**config.mk**
```make
export PLATFORM = sky130hd
export DESIGN_NAME = texture_subresource_layout_core
export DESIGN_NICKNAME = d
export VERILOG_FILES = /design/src/hw/rtl/tsl_pkg.sv /design/src/hw/rtl/tsl_cfg.sv /design/src/hw/rtl/tsl_mul.sv /design/src/hw/rtl/texture_subresource_layout_core.sv
export SDC_FILE = /design/constraint.sdc
export NUM_CORES = 2
export LEC_CHECK = 0
export BUFFER_PORTS_ARGS = -buffer_cell sky130_fd_sc_hd__buf_2
export CORE_MARGIN = 2
export CORE_UTILIZATION = 32
export CTS_BUF_LIST = sky130_fd_sc_hd__clkbuf_16
export DETAILED_ROUTE_END_ITERATION = 6
export GPL_TIMING_DRIVEN = 0
export HOLD_SLACK_MARGIN = 0.03
export SLEW_MARGIN = 20
export SYNTH_ARGS = -nofsm -noshare
export SYNTH_HDL_FRONTEND = slang
export SYNTH_HIERARCHICAL = 1
export SYNTH_SLANG_ARGS = --single-unit
```
**constraint.sdc**
```tcl
create_clock -name i_clk -period 47.6 [get_ports i_clk]
set_input_delay 7.14 -clock i_clk [delete_from_list [all_inputs] [get_ports i_clk]]
set_output_delay 7.14 -clock i_clk [all_outputs]
set_load 0.02 [all_outputs]
```
**src/hw/rtl/tsl_pkg.sv**
```systemverilog
package tsl_pkg;

    // register indexes on the configuration port
    localparam logic [2:0] CFG_BLOCK_LOG2  = 3'd0;
    localparam logic [2:0] CFG_BYTES_BLOCK = 3'd1;
    localparam logic [2:0] CFG_WIDTH       = 3'd2;
    localparam logic [2:0] CFG_HEIGHT      = 3'd3;
    localparam logic [2:0] CFG_DEPTH       = 3'd4;
    localparam logic [2:0] CFG_MIP_LEVELS  = 3'd5;
    localparam logic [2:0] CFG_FACE_COUNT  = 3'd6;
    localparam logic [2:0] CFG_ARRAY_SIZE  = 3'd7;

    // block size code with no matching format
    localparam logic [1:0] BLOCK_LOG2_UNKNOWN = 2'd3;

    // texture description plus its validity flag
    typedef struct packed {
        logic [1:0]  block_log2;
        logic [4:0]  bpb;
        logic [15:0] width;
        logic [15:0] height;
        logic [15:0] depth;
        logic [4:0]  mip_levels;
        logic [2:0]  face_count;
        logic [11:0] array_size;
        logic        layout_ok;
    } t_cfg;

    // request to the shared multiplier
    typedef struct packed {
        logic        start;
        logic [63:0] a;
        logic [15:0] b;
    } t_mul_req;

    // multiplier response: full 80-bit product
    typedef struct packed {
        logic        done;
        logic [79:0] p;
    } t_mul_rsp;

    typedef enum logic [1:0] {
        M_IDLE,
        M_LO,
        M_HI,
        M_SUM
    } t_mul_phase;

    typedef enum logic [3:0] {
        S_IDLE,
        S_L_BPB,
        S_L_BY,
        S_L_D,
        S_CNT,
        S_TOT,
        S_IDX,
        S_OFF,
        S_FIN
    } t_state;

    // mip extent: max(1, base >> m)
    function automatic logic [15:0] tsl_extent(input logic [15:0] base, input logic [5:0] m);
        logic [15:0] v;
        v = base >> m;
        return (v == 16'd0) ? 16'd1 : v;
    endfunction

    // extent in blocks, rounded up
    function automatic logic [15:0] tsl_blocks(input logic [15:0] ext, input logic [1:0] bl);
        logic [16:0] round;
        logic [16:0] sum;
        round = (17'd1 << bl) - 17'd1;
        sum   = {1'b0, ext} + round;
        return 16'(sum >> bl);
    endfunction

endpackage

```
**src/hw/rtl/tsl_cfg.sv**
```systemverilog
module tsl_cfg
    import tsl_pkg::*;
#(
    parameter int MAX_MIP_LEVELS = 17
) (
    input  logic        i_clk,
    input  logic        i_rst_n,
    input  logic        i_cfg_we,
    input  logic [2:0]  i_cfg_addr,
    input  logic [15:0] i_cfg_data,
    output t_cfg        o_cfg
);

    t_cfg r_cfg;

    // register file, written by index
    always_ff @(posedge i_clk) begin
        if (!i_rst_n) begin
            r_cfg.block_log2 <= 2'd0;
            r_cfg.bpb        <= 5'd4;
            r_cfg.width      <= 16'd1;
            r_cfg.height     <= 16'd1;
            r_cfg.depth      <= 16'd1;
            r_cfg.mip_levels <= 5'd1;
            r_cfg.face_count <= 3'd1;
            r_cfg.array_size <= 12'd1;
            r_cfg.layout_ok  <= 1'b0;
        end else if (i_cfg_we) begin
            unique case (i_cfg_addr)
                CFG_BLOCK_LOG2:  r_cfg.block_log2 <= i_cfg_data[1:0];
                CFG_BYTES_BLOCK: r_cfg.bpb        <= i_cfg_data[4:0];
                CFG_WIDTH:       r_cfg.width      <= i_cfg_data;
                CFG_HEIGHT:      r_cfg.height     <= i_cfg_data;
                CFG_DEPTH:       r_cfg.depth      <= i_cfg_data;
                CFG_MIP_LEVELS:  r_cfg.mip_levels <= i_cfg_data[4:0];
                CFG_FACE_COUNT:  r_cfg.face_count <= i_cfg_data[2:0];
                CFG_ARRAY_SIZE:  r_cfg.array_size <= i_cfg_data[11:0];
                default: ;
            endcase
        end
    end

    // layout check on the settings alone; overflow is found later
    always_comb begin
        o_cfg = r_cfg;
        o_cfg.layout_ok = (r_cfg.bpb != 5'd0) && (r_cfg.block_log2 != BLOCK_LOG2_UNKNOWN) &&
                          (r_cfg.width != 16'd0) && (r_cfg.height != 16'd0) &&
                          (r_cfg.depth != 16'd0) && (r_cfg.mip_levels != 5'd0) &&
                          ({1'b0, r_cfg.mip_levels} <= 6'(MAX_MIP_LEVELS)) &&
                          (r_cfg.face_count != 3'd0) && (r_cfg.array_size != 12'd0);
    end

endmodule

```
**src/hw/rtl/tsl_mul.sv**
```systemverilog
module tsl_mul
    import tsl_pkg::*;
(
    input  logic     i_clk,
    input  logic     i_rst_n,
    input  t_mul_req i_req,
    output t_mul_rsp o_rsp
);

    t_mul_phase  r_phase;
    t_mul_phase  n_phase;
    logic        r_done;
    logic [63:0] r_a;
    logic [15:0] r_b;
    logic [47:0] r_lo;
    logic [47:0] r_hi;
    logic [79:0] r_p;

    // phase sequence: low half, high half, sum
    always_ff @(posedge i_clk) begin
        if (!i_rst_n) begin
            r_phase <= M_IDLE;
            r_done  <= 1'b0;
        end else begin
            r_phase <= n_phase;
            r_done  <= (r_phase == M_SUM);
        end
    end

    always_comb begin
        n_phase = r_phase;
        unique case (r_phase)
            M_IDLE:  if (i_req.start) n_phase = M_LO;
            M_LO:    n_phase = M_HI;
            M_HI:    n_phase = M_SUM;
            M_SUM:   n_phase = M_IDLE;
            default: n_phase = M_IDLE;
        endcase
    end

    // one 32x16 multiplier, used twice per request
    always_ff @(posedge i_clk) begin
        if (r_phase == M_IDLE && i_req.start) begin
            r_a <= i_req.a;
            r_b <= i_req.b;
        end
        case (r_phase)
            M_LO:  r_lo <= 48'(r_a[31:0]) * 48'(r_b);
            M_HI:  r_hi <= 48'(r_a[63:32]) * 48'(r_b);
            M_SUM: r_p  <= {r_hi, 32'd0} + {32'd0, r_lo};
            default: ;
        endcase
    end

    assign o_rsp.done = r_done;
    assign o_rsp.p    = r_p;

endmodule

```
**src/hw/rtl/texture_subresource_layout_core.sv**
```systemverilog
// For a valid layout an accepted request runs 3 * mip_levels + 4 multiplies, one at
// a time, on the single shared 32x16 multiplier before its result is loaded; when
// the settings already make the layout invalid it goes straight to the result.
// One request at a time: a new one is taken once the last result is loaded, which
// waits for the result side to be free. Reset: synchronous, active low; control and
// config registers take reset values; datapath and result registers have none.
module texture_subresource_layout_core
    import tsl_pkg::*;
#(
    parameter int MAX_MIP_LEVELS = 17
) (
    input  logic        i_clk,
    input  logic        i_rst_n,
    input  logic        i_cfg_we,
    input  logic [2:0]  i_cfg_addr,
    input  logic [15:0] i_cfg_data,
    input  logic        i_in_valid,
    output logic        o_in_ready,
    input  logic [10:0] i_layer,
    input  logic [2:0]  i_face,
    input  logic [4:0]  i_mip,
    output logic        o_out_valid,
    input  logic        i_out_ready,
    output logic        o_found,
    output logic [63:0] o_offset,
    output logic [63:0] o_level_size,
    output logic [15:0] o_level_width,
    output logic [15:0] o_level_height,
    output logic [15:0] o_level_depth,
    output logic [63:0] o_total_size
);

    localparam int LVL_W = $clog2(MAX_MIP_LEVELS + 1);

    t_cfg     cfg;
    t_mul_req mul_req;
    t_mul_rsp mul_rsp;

    t_state     r_state;
    t_state     n_state;
    logic       r_issued;
    logic       n_issued;
    logic [LVL_W-1:0] r_m;
    logic       r_out_valid;

    logic [10:0] r_layer;
    logic [2:0]  r_face;
    logic [4:0]  r_mip;
    logic [63:0] r_prod;
    logic [63:0] r_chain;
    logic [63:0] r_before;
    logic [63:0] r_lsize;
    logic [15:0] r_lw;
    logic [15:0] r_lh;
    logic [15:0] r_ld;
    logic [15:0] r_count;
    logic [63:0] r_total;
    logic        r_ovf;
    logic [15:0] r_idx;
    logic [63:0] r_off;

    logic        r_o_found;
    logic [63:0] r_o_offset;
    logic [63:0] r_o_lsize;
    logic [15:0] r_o_lw;
    logic [15:0] r_o_lh;
    logic [15:0] r_o_ld;
    logic [63:0] r_o_total;

    logic        accept;
    logic        op_state;
    logic        last_lvl;
    logic        at_mip;
    logic        load_out;
    logic        in_range;
    logic        hit;
    logic [15:0] lvl_w;
    logic [15:0] lvl_h;
    logic [15:0] lvl_d;
    logic [15:0] blk_x;
    logic [15:0] blk_y;

    tsl_cfg #(
        .MAX_MIP_LEVELS(MAX_MIP_LEVELS)
    ) u_cfg (
        .i_clk      (i_clk),
        .i_rst_n    (i_rst_n),
        .i_cfg_we   (i_cfg_we),
        .i_cfg_addr (i_cfg_addr),
        .i_cfg_data (i_cfg_data),
        .o_cfg      (cfg)
    );

    tsl_mul u_mul (
        .i_clk   (i_clk),
        .i_rst_n (i_rst_n),
        .i_req   (mul_req),
        .o_rsp   (mul_rsp)
    );

    // extents of the level being summed
    assign lvl_w = tsl_extent(cfg.width, 6'(r_m));
    assign lvl_h = tsl_extent(cfg.height, 6'(r_m));
    assign lvl_d = tsl_extent(cfg.depth, 6'(r_m));
    assign blk_x = tsl_blocks(lvl_w, cfg.block_log2);
    assign blk_y = tsl_blocks(lvl_h, cfg.block_log2);

    assign o_in_ready = (r_state == S_IDLE);
    assign accept     = i_in_valid && o_in_ready;
    assign op_state   = (r_state != S_IDLE) && (r_state != S_FIN);
    assign last_lvl   = (6'(r_m) + 6'd1) == {1'b0, cfg.mip_levels};
    assign at_mip     = 6'(r_m) == {1'b0, r_mip};
    assign load_out   = (r_state == S_FIN) && (!r_out_valid || i_out_ready);
    assign in_range   = ({1'b0, r_layer} < cfg.array_size) && (r_face < cfg.face_count) &&
                        (r_mip < cfg.mip_levels);
    assign hit        = !r_ovf && in_range;

    // sequencer: next state and multiplier operands
    always_comb begin
        n_state       = r_state;
        n_issued      = r_issued;
        mul_req.start = 1'b0;
        mul_req.a     = 64'd0;
        mul_req.b     = 16'd0;
        unique case (r_state)
            S_IDLE: begin
                if (i_in_valid) n_state = cfg.layout_ok ? S_L_BPB : S_FIN;
            end
            S_L_BPB: begin
                mul_req.a = 64'(blk_x);
                mul_req.b = 16'(cfg.bpb);
                if (mul_rsp.done) n_state = S_L_BY;
            end
            S_L_BY: begin
                mul_req.a = r_prod;
                mul_req.b = blk_y;
                if (mul_rsp.done) n_state = S_L_D;
            end
            S_L_D: begin
                mul_req.a = r_prod;
                mul_req.b = lvl_d;
                if (mul_rsp.done) n_state = last_lvl ? S_CNT : S_L_BPB;
            end
            S_CNT: begin
                mul_req.a = 64'(cfg.array_size);
                mul_req.b = 16'(cfg.face_count);
                if (mul_rsp.done) n_state = S_TOT;
            end
            S_TOT: begin
                mul_req.a = r_chain;
                mul_req.b = r_count;
                if (mul_rsp.done) n_state = S_IDX;
            end
            S_IDX: begin
                mul_req.a = 64'(r_layer);
                mul_req.b = 16'(cfg.face_count);
                if (mul_rsp.done) n_state = S_OFF;
            end
            S_OFF: begin
                mul_req.a = r_chain;
                mul_req.b = r_idx;
                if (mul_rsp.done) n_state = S_FIN;
            end
            S_FIN: begin
                if (!r_out_valid || i_out_ready) n_state = S_IDLE;
            end
            default: n_state = S_IDLE;
        endcase
        // one multiply per operation state
        if (op_state) begin
            mul_req.start = !r_issued;
            if (!r_issued) n_issued = 1'b1;
            if (mul_rsp.done) n_issued = 1'b0;
        end
    end

    // control registers
    always_ff @(posedge i_clk) begin
        if (!i_rst_n) begin
            r_state     <= S_IDLE;
            r_issued    <= 1'b0;
            r_m         <= '0;
            r_out_valid <= 1'b0;
        end else begin
            r_state  <= n_state;
            r_issued <= n_issued;
            if (accept) begin
                r_m <= '0;
            end else if (r_state == S_L_D && mul_rsp.done) begin
                r_m <= r_m + LVL_W'(1);
            end
            if (load_out) begin
                r_out_valid <= 1'b1;
            end else if (i_out_ready) begin
                r_out_valid <= 1'b0;
            end
        end
    end

    // datapath registers
    always_ff @(posedge i_clk) begin
        if (accept) begin
            r_layer <= i_layer;
            r_face  <= i_face;
            r_mip   <= i_mip;
            r_chain <= 64'd0;
            r_ovf   <= !cfg.layout_ok;
        end
        if (mul_rsp.done) begin
            case (r_state) inside
                S_L_BPB, S_L_BY: r_prod <= mul_rsp.p[63:0];
                S_L_D: begin
                    r_chain <= r_chain + mul_rsp.p[63:0];
                    if (at_mip) begin
                        r_before <= r_chain;
                        r_lsize  <= mul_rsp.p[63:0];
                        r_lw     <= lvl_w;
                        r_lh     <= lvl_h;
                        r_ld     <= lvl_d;
                    end
                end
                S_CNT: r_count <= mul_rsp.p[15:0];
                S_TOT: begin
                    r_total <= mul_rsp.p[63:0];
                    r_ovf   <= |mul_rsp.p[79:64];
                end
                S_IDX: r_idx <= mul_rsp.p[15:0] + 16'(r_face);
                S_OFF: r_off <= mul_rsp.p[63:0] + r_before;
                default: ;
            endcase
        end
    end

    // result register
    always_ff @(posedge i_clk) begin
        if (load_out) begin
            r_o_found  <= hit;
            r_o_offset <= hit ? r_off : 64'd0;
            r_o_lsize  <= hit ? r_lsize : 64'd0;
            r_o_lw     <= hit ? r_lw : 16'd0;
            r_o_lh     <= hit ? r_lh : 16'd0;
            r_o_ld     <= hit ? r_ld : 16'd0;
            r_o_total  <= r_ovf ? 64'd0 : r_total;
        end
    end

    assign o_out_valid    = r_out_valid;
    assign o_found        = r_o_found;
    assign o_offset       = r_o_offset;
    assign o_level_size   = r_o_lsize;
    assign o_level_width  = r_o_lw;
    assign o_level_height = r_o_lh;
    assign o_level_depth  = r_o_ld;
    assign o_total_size   = r_o_total;

`ifndef SYNTHESIS
    // multiplier answers only a request that was issued
    a_done_issued: assert property (@(posedge i_clk) disable iff (!i_rst_n)
        mul_rsp.done |-> r_issued)
        else $error("multiplier done without a pending request");

    // an accepted request leaves idle
    a_accept_busy: assert property (@(posedge i_clk) disable iff (!i_rst_n)
        accept |=> (r_state != S_IDLE))
        else $error("sequencer stayed idle after accept");

    // a found subresource has nonzero total size, level size and level width
    a_found_sizes: assert property (@(posedge i_clk) disable iff (!i_rst_n)
        (o_out_valid && o_found) |-> (o_total_size != 64'd0 && o_level_size != 64'd0 &&
                                      o_level_width != 16'd0))
        else $error("found result with zero size");
`endif

endmodule

```
# ---- Yosys cells after proc, flatten, opt, wreduce, memory -nomap -nowiden
# Cells that the tools add are included.
dict set report word_totals {
  regBits 1070
  out_inout_bits 243
  elab_cells 186
}
dict set report classes {
  n_eq_ne 32
  reduce_logical 54
  bitwise 6
  order_cmp 4
  mul 2
  n_mux 32
  shifts 6
  n_addsub 9
}
# op count
set ops {}
lappend ops {{80-bit case mux with 7 select lines} 1}
lappend ops {{64-bit two-way mux} 4}
lappend ops {{64-bit adder} 2}
lappend ops {{32-bit by 16-bit multiplier with 48-bit output} 2}
lappend ops {{80-bit by 48-bit adder with 80-bit output} 1}
lappend ops {{16-bit zero test} 3}
lappend ops {{16-bit two-way mux} 3}
lappend ops {{16-bit nonzero test} 3}
lappend ops {{16-bit by 5-bit >> shifter with 16-bit output} 3}
lappend ops {{4-bit two-way mux} 10}
lappend ops {{4-bit case mux with 9 select lines} 1}
lappend ops {{16-bit by 17-bit adder with 17-bit output} 2}
lappend ops {{17-bit by 2-bit >> shifter with 16-bit output} 2}
lappend ops {{2-bit by 1-bit inequality test with 1-bit output (second input constant)} 9}
lappend ops {{2-bit AND reduction} 9}
lappend ops {{1-bit by 2-bit left shift with 17-bit output (first input constant)} 1}
lappend ops {{17-bit by 1-bit subtractor with 17-bit output (second input constant)} 1}
lappend ops {{16-bit by 3-bit adder with 16-bit output} 1}
lappend ops {{4-bit by 3-bit equality test with 1-bit output (second input constant)} 4}
lappend ops {{1-bit logical AND} 16}
lappend ops {{16-bit OR reduction} 1}
lappend ops {{3-bit equality test (second input constant)} 4}
lappend ops {{11-bit by 12-bit less-than comparator with 1-bit output} 1}
lappend ops {{12-bit nonzero test} 1}
lappend ops {{36 further kinds} 60}

# ---- Logic depth before layout (Yosys ltp)
dict set report logic_depth {
  word_depth 16
  mapped_depth 26
  ltp_nobuf 23
}

# ---- Hierarchy
# Netlist, hierarchy kept.
# module seq_area_each_um2 cells_each instances area_each_um2
set modules_own_cells {}
lappend modules_own_cells {tsl_mul 7747.4 4251 1 41666.2}
lappend modules_own_cells {texture_subresource_layout_core 21340.5 3224 1 37920.1}
lappend modules_own_cells {tsl_cfg 1501.4 352 1 3006.6}

# ---- Worst setup path before layout
# No wires, ideal clock.
dict set report synth_path {
  path_type {register to register}
  from {register r_m[2]}
  to {register r_before[0], enable pin}
  setup_ns 1.142
  setup_slack_ns 27.974
  stages_incl_launch_ff 10
  t_arrival_ns 18.484
  path_cell_list {dfxtp_1 -> buf_2 -> buf_2 -> buf_2 -> buf_2 -> buf_2 -> buf_1 -> xnor2_1 -> nand3_1 -> nor4_1}
}
dict set report synth_between {
  elab_chain_cells 2
}
# item line
set synth_lines {}
lappend synth_lines {{start, declared} texture_subresource_layout_core.sv:43} ;# logic [LVL_W-1:0] r_m;
lappend synth_lines {{start signal, assigned} texture_subresource_layout_core.sv:190} ;# r_m <= r_m + LVL_W'(1);
lappend synth_lines {{5-bit equality test} texture_subresource_layout_core.sv:112} ;# assign at_mip = 6'(r_m) == {1'b0, r_mip};
lappend synth_lines {{4-bit AND reduction (no source line)} -}
lappend synth_lines {{end signal, assigned} texture_subresource_layout_core.sv:215} ;# r_before <= r_chain;
lappend synth_lines {{end, declared} texture_subresource_layout_core.sv:51} ;# logic [63:0] r_before;
# No other way between the ends.
# A chain may end at the register's enable or synchronous reset.

# ---- Final worst setup path
dict set report layout_path {
  from {register r_state[1]}
  to {output port o_in_ready}
}
dict set report layout_between {
  elab_chain_cells 1
}
# item line
set layout_lines {}
lappend layout_lines {{start, declared} texture_subresource_layout_core.sv:39} ;# t_state r_state;
lappend layout_lines {{start signal, assigned} texture_subresource_layout_core.sv:185} ;# r_state <= n_state;
lappend layout_lines {{4-bit zero test} texture_subresource_layout_core.sv:108} ;# assign o_in_ready = (r_state == S_IDLE);
lappend layout_lines {{end, declared} texture_subresource_layout_core.sv:18} ;# output logic o_in_ready,
# No other way between the ends.

==> metrics.txt <==
share of cells above drive strength 1=8.37%; Fmax=107 MHz; Max clock buf depth=3; total grt overflow=0; worst-path fanout max=7; Max-Cap Viols=0; largest net degree at the start of global routing=57; Unique masters post-synth=121; CP Launch Type=flip-flop; critical path, cell by cell=or3_1 -> nor2_1 -> buf_2; total track usage=between 20% and 30%; status=completed; Hold Path Class=reg -> reg; Reg2Reg Setup Slack=between 30000 and 40000 ps; Top FF cell, synth=edfxtp_1; critical path class=reg -> out; syn avg cell area=10.6 um^2; Seq cells post-synth=1070; initial antenna violation count=26; nets=9599; Crit. End Element=output port; CTS resizes=0; Mapped Area=82600 um^2; DR vias=60434; Placer Congestion=0.985; die area=about 260000 um^2; DRC=0; Clock Skew=approximately 56 ps; first-pass GRT wire length=397 mm; Crit-path slowest cell=or3_1; Post-DRT Antenna Nets=0; CTS root buf=clkbuf_16; CTS H-tree depth=3; row count=~190; CTS tree=yes; Post-synth EDFFs=around 920; routed len/inst=roughly 23 um; cts bufs inserted=roughly 100; clk slew on worst S/H paths=70 ps; via/cell ratio=5.14; Slew Limit Fails=0; crit-path max cell delay=around 450 ps; RSZ-0062 raised after global routing=no; hold buffer count at cts=0; final hold vios=0; CP required=40460 ps; dpl hpwl=between 200 and 250 mm; DIE WIDTH=512 um; port buffer count=roughly 280; Setup Buffers After CTS=0; Post-Syn Instances=7827; Sink Count=1070; Iteration-0 DRC Markers=5588; crit path time final=9380 ps; Core Region=roughly 260000 um^2; Worst EP arrival=2240 ps; Fin Setup TNS=0 ps; vias in the first global route=61698; I/O pins=286; final wirelength=265 mm; Rel. slew slack=17.2%; Worst-Margin Slew=1240 ps; DR pass1 iterations=7; Final Setup Violations=0; clock latency on the worst-skew pair=750 ps; synthesis warning total=6; Starting Density=32.2%; FFs w/ async S/R, synth=0%; Die Y=512 um; P&R area growth vs syn=12.2%; post-synthesis sequential area ratio=37.0%; fin crit share=19.7%
area by class of cell:
type,instances,area (um^2)
timing repair buffer,333,2090
sequential,1070,30600
tap,3384,4230
clock buffer,105,2630
buffer,395,1680
antenna,18,45.0
multi-input combinational,5397,46800
fill,25572,164000
clock inverter,88,953
inverter,976,3660
cells in the mapped netlist, types with 44 or more instances:
| cell type | count | area [um^2] |
|---|---|---|
| fa_1 | 842 | 16900 |
| xor2_1 | 112 | 981 |
| mux2i_1 | 101 | 1010 |
| nand2_1 | 1075 | 4040 |
| nand4_1 | 76 | 475 |
| nor2b_1 | 115 | 719 |
| a21boi_0 | 44 | 330 |
| a22o_1 | 53 | 464 |
| and2_1 | 639 | 4000 |
| edfxtp_1 | 916 | 27500 |
| clkbuf_1 | 313 | 1170 |
| xnor2_1 | 199 | 1740 |
| ha_1 | 438 | 5480 |
| dfxtp_1 | 154 | 3080 |
| nor3_1 | 60 | 300 |
| a21o_1 | 123 | 923 |
| inv_1 | 971 | 3640 |
| nor2_1 | 254 | 953 |
| o21ai_0 | 211 | 1060 |
| o21bai_1 | 52 | 390 |
| o21ai_1 | 47 | 235 |
| a21oi_1 | 323 | 1620 |
| nand3_1 | 87 | 435 |
registers in the layout, indices dropped and copies added, names as in the netlist, 48 cells and up:
| signal | flops |
|---|---|
| r_chain | 64 |
| o_offset | 64 |
| o_total_size | 64 |
| r_total | 64 |
| r_off | 64 |
| u_mul/r_lo | 48 |
| u_mul/r_hi | 48 |
| o_level_size | 64 |
| r_lsize | 64 |
| r_prod | 64 |
| u_mul/r_p | 80 |
| u_mul/r_a | 64 |
| r_before | 64 |
| u_cfg/o_cfg | 75 |
worst paths after layout:
path,end,startpoint,cells after the start
max,o_in_ready,r_state[1]$_SDFFE_PN0P_,3
min,u_mul/r_p[4]$_DFFE_PP_,u_mul/r_lo[4]$_DFFE_PN_,0
max reg2reg,u_mul/r_lo[47]$_DFFE_PN_,u_mul/r_b[10]$_DFFE_PP_,23
min reg2reg,u_mul/r_p[4]$_DFFE_PP_,u_mul/r_lo[4]$_DFFE_PN_,0
per-stage QoR:
stage	instances	utilization (%)	hold slack, ps	worst slack [ps]	area [um^2]
after floorplan	7838	-	400	27970	82600
after global placement	11503	34.4	402	18420	88300
after detailed placement	11555	34.7	405	37620	89100
after CTS	11748	36.1	375	38170	92600
after global routing	11759	36.1	376	38180	92700
final	11766	36.1	377	38220	92700
layout by cell type (no fill, tap or decap), types with 23 or more instances in the layout:
cell	instances
nand2_1	1075
inv_1	983
edfxtp_1	916
fa_1	842
and2_1	638
ha_1	435
buf_2	348
a21oi_1	323
clkbuf_1	298
nor2_1	250
o21ai_0	211
xnor2_1	199
dfxtp_1	154
a21o_1	123
nor2b_1	114
xor2_1	112
clkbuf_16	105
mux2i_1	101
nand3_1	87
nand4_1	76
nor3_1	60
a22o_1	53
o21bai_1	52
o21ai_1	47
a21boi_0	43
a211oi_1	42
nor4_1	38
a31oi_1	38
and3_1	30
nand2b_1	30
o211ai_1	23
a21boi_1	23
routing by layer:
| layer | wire (um) | vias to the layer above | track usage [%] |
|---|---|---|---|
| met1 | 114000 | 30594 | 27.4 |
| met2 | 121000 | 2415 | 32.4 |
| li1 | - | 26982 | - |
| met4 | 10300 | 6 | 7.16 |
| met3 | 20800 | 437 | 3.06 |
| met5 | 39 | - | 0 |
kinds of logic (layout without fill, tap and decap cells):
family          after synthesis  in the layout  synth area share [%]
other cells                   1             30               0.00454
simple gates               2466           2466                  14.6
xor+xnor                    311            311                  3.30
flops                      1070           1070                  37.0
mux                         129            129                  1.77
buf+inv                    1371           1897                  6.44
compound gates             1199           1199                  9.85
fa+ha+maj                  1280           1280                  27.0
critical path: cells and delay by family, from the launching register on:
kind                   cells  cell delay [ps]
AND/OR/NAND/NOR            2              860
flip-flops                 1              360
buffers and inverters      1              260
Power is left out: the tool's default activity adds up to more than one toggle a clock period on the data nets, which glitch-free logic cannot reach.
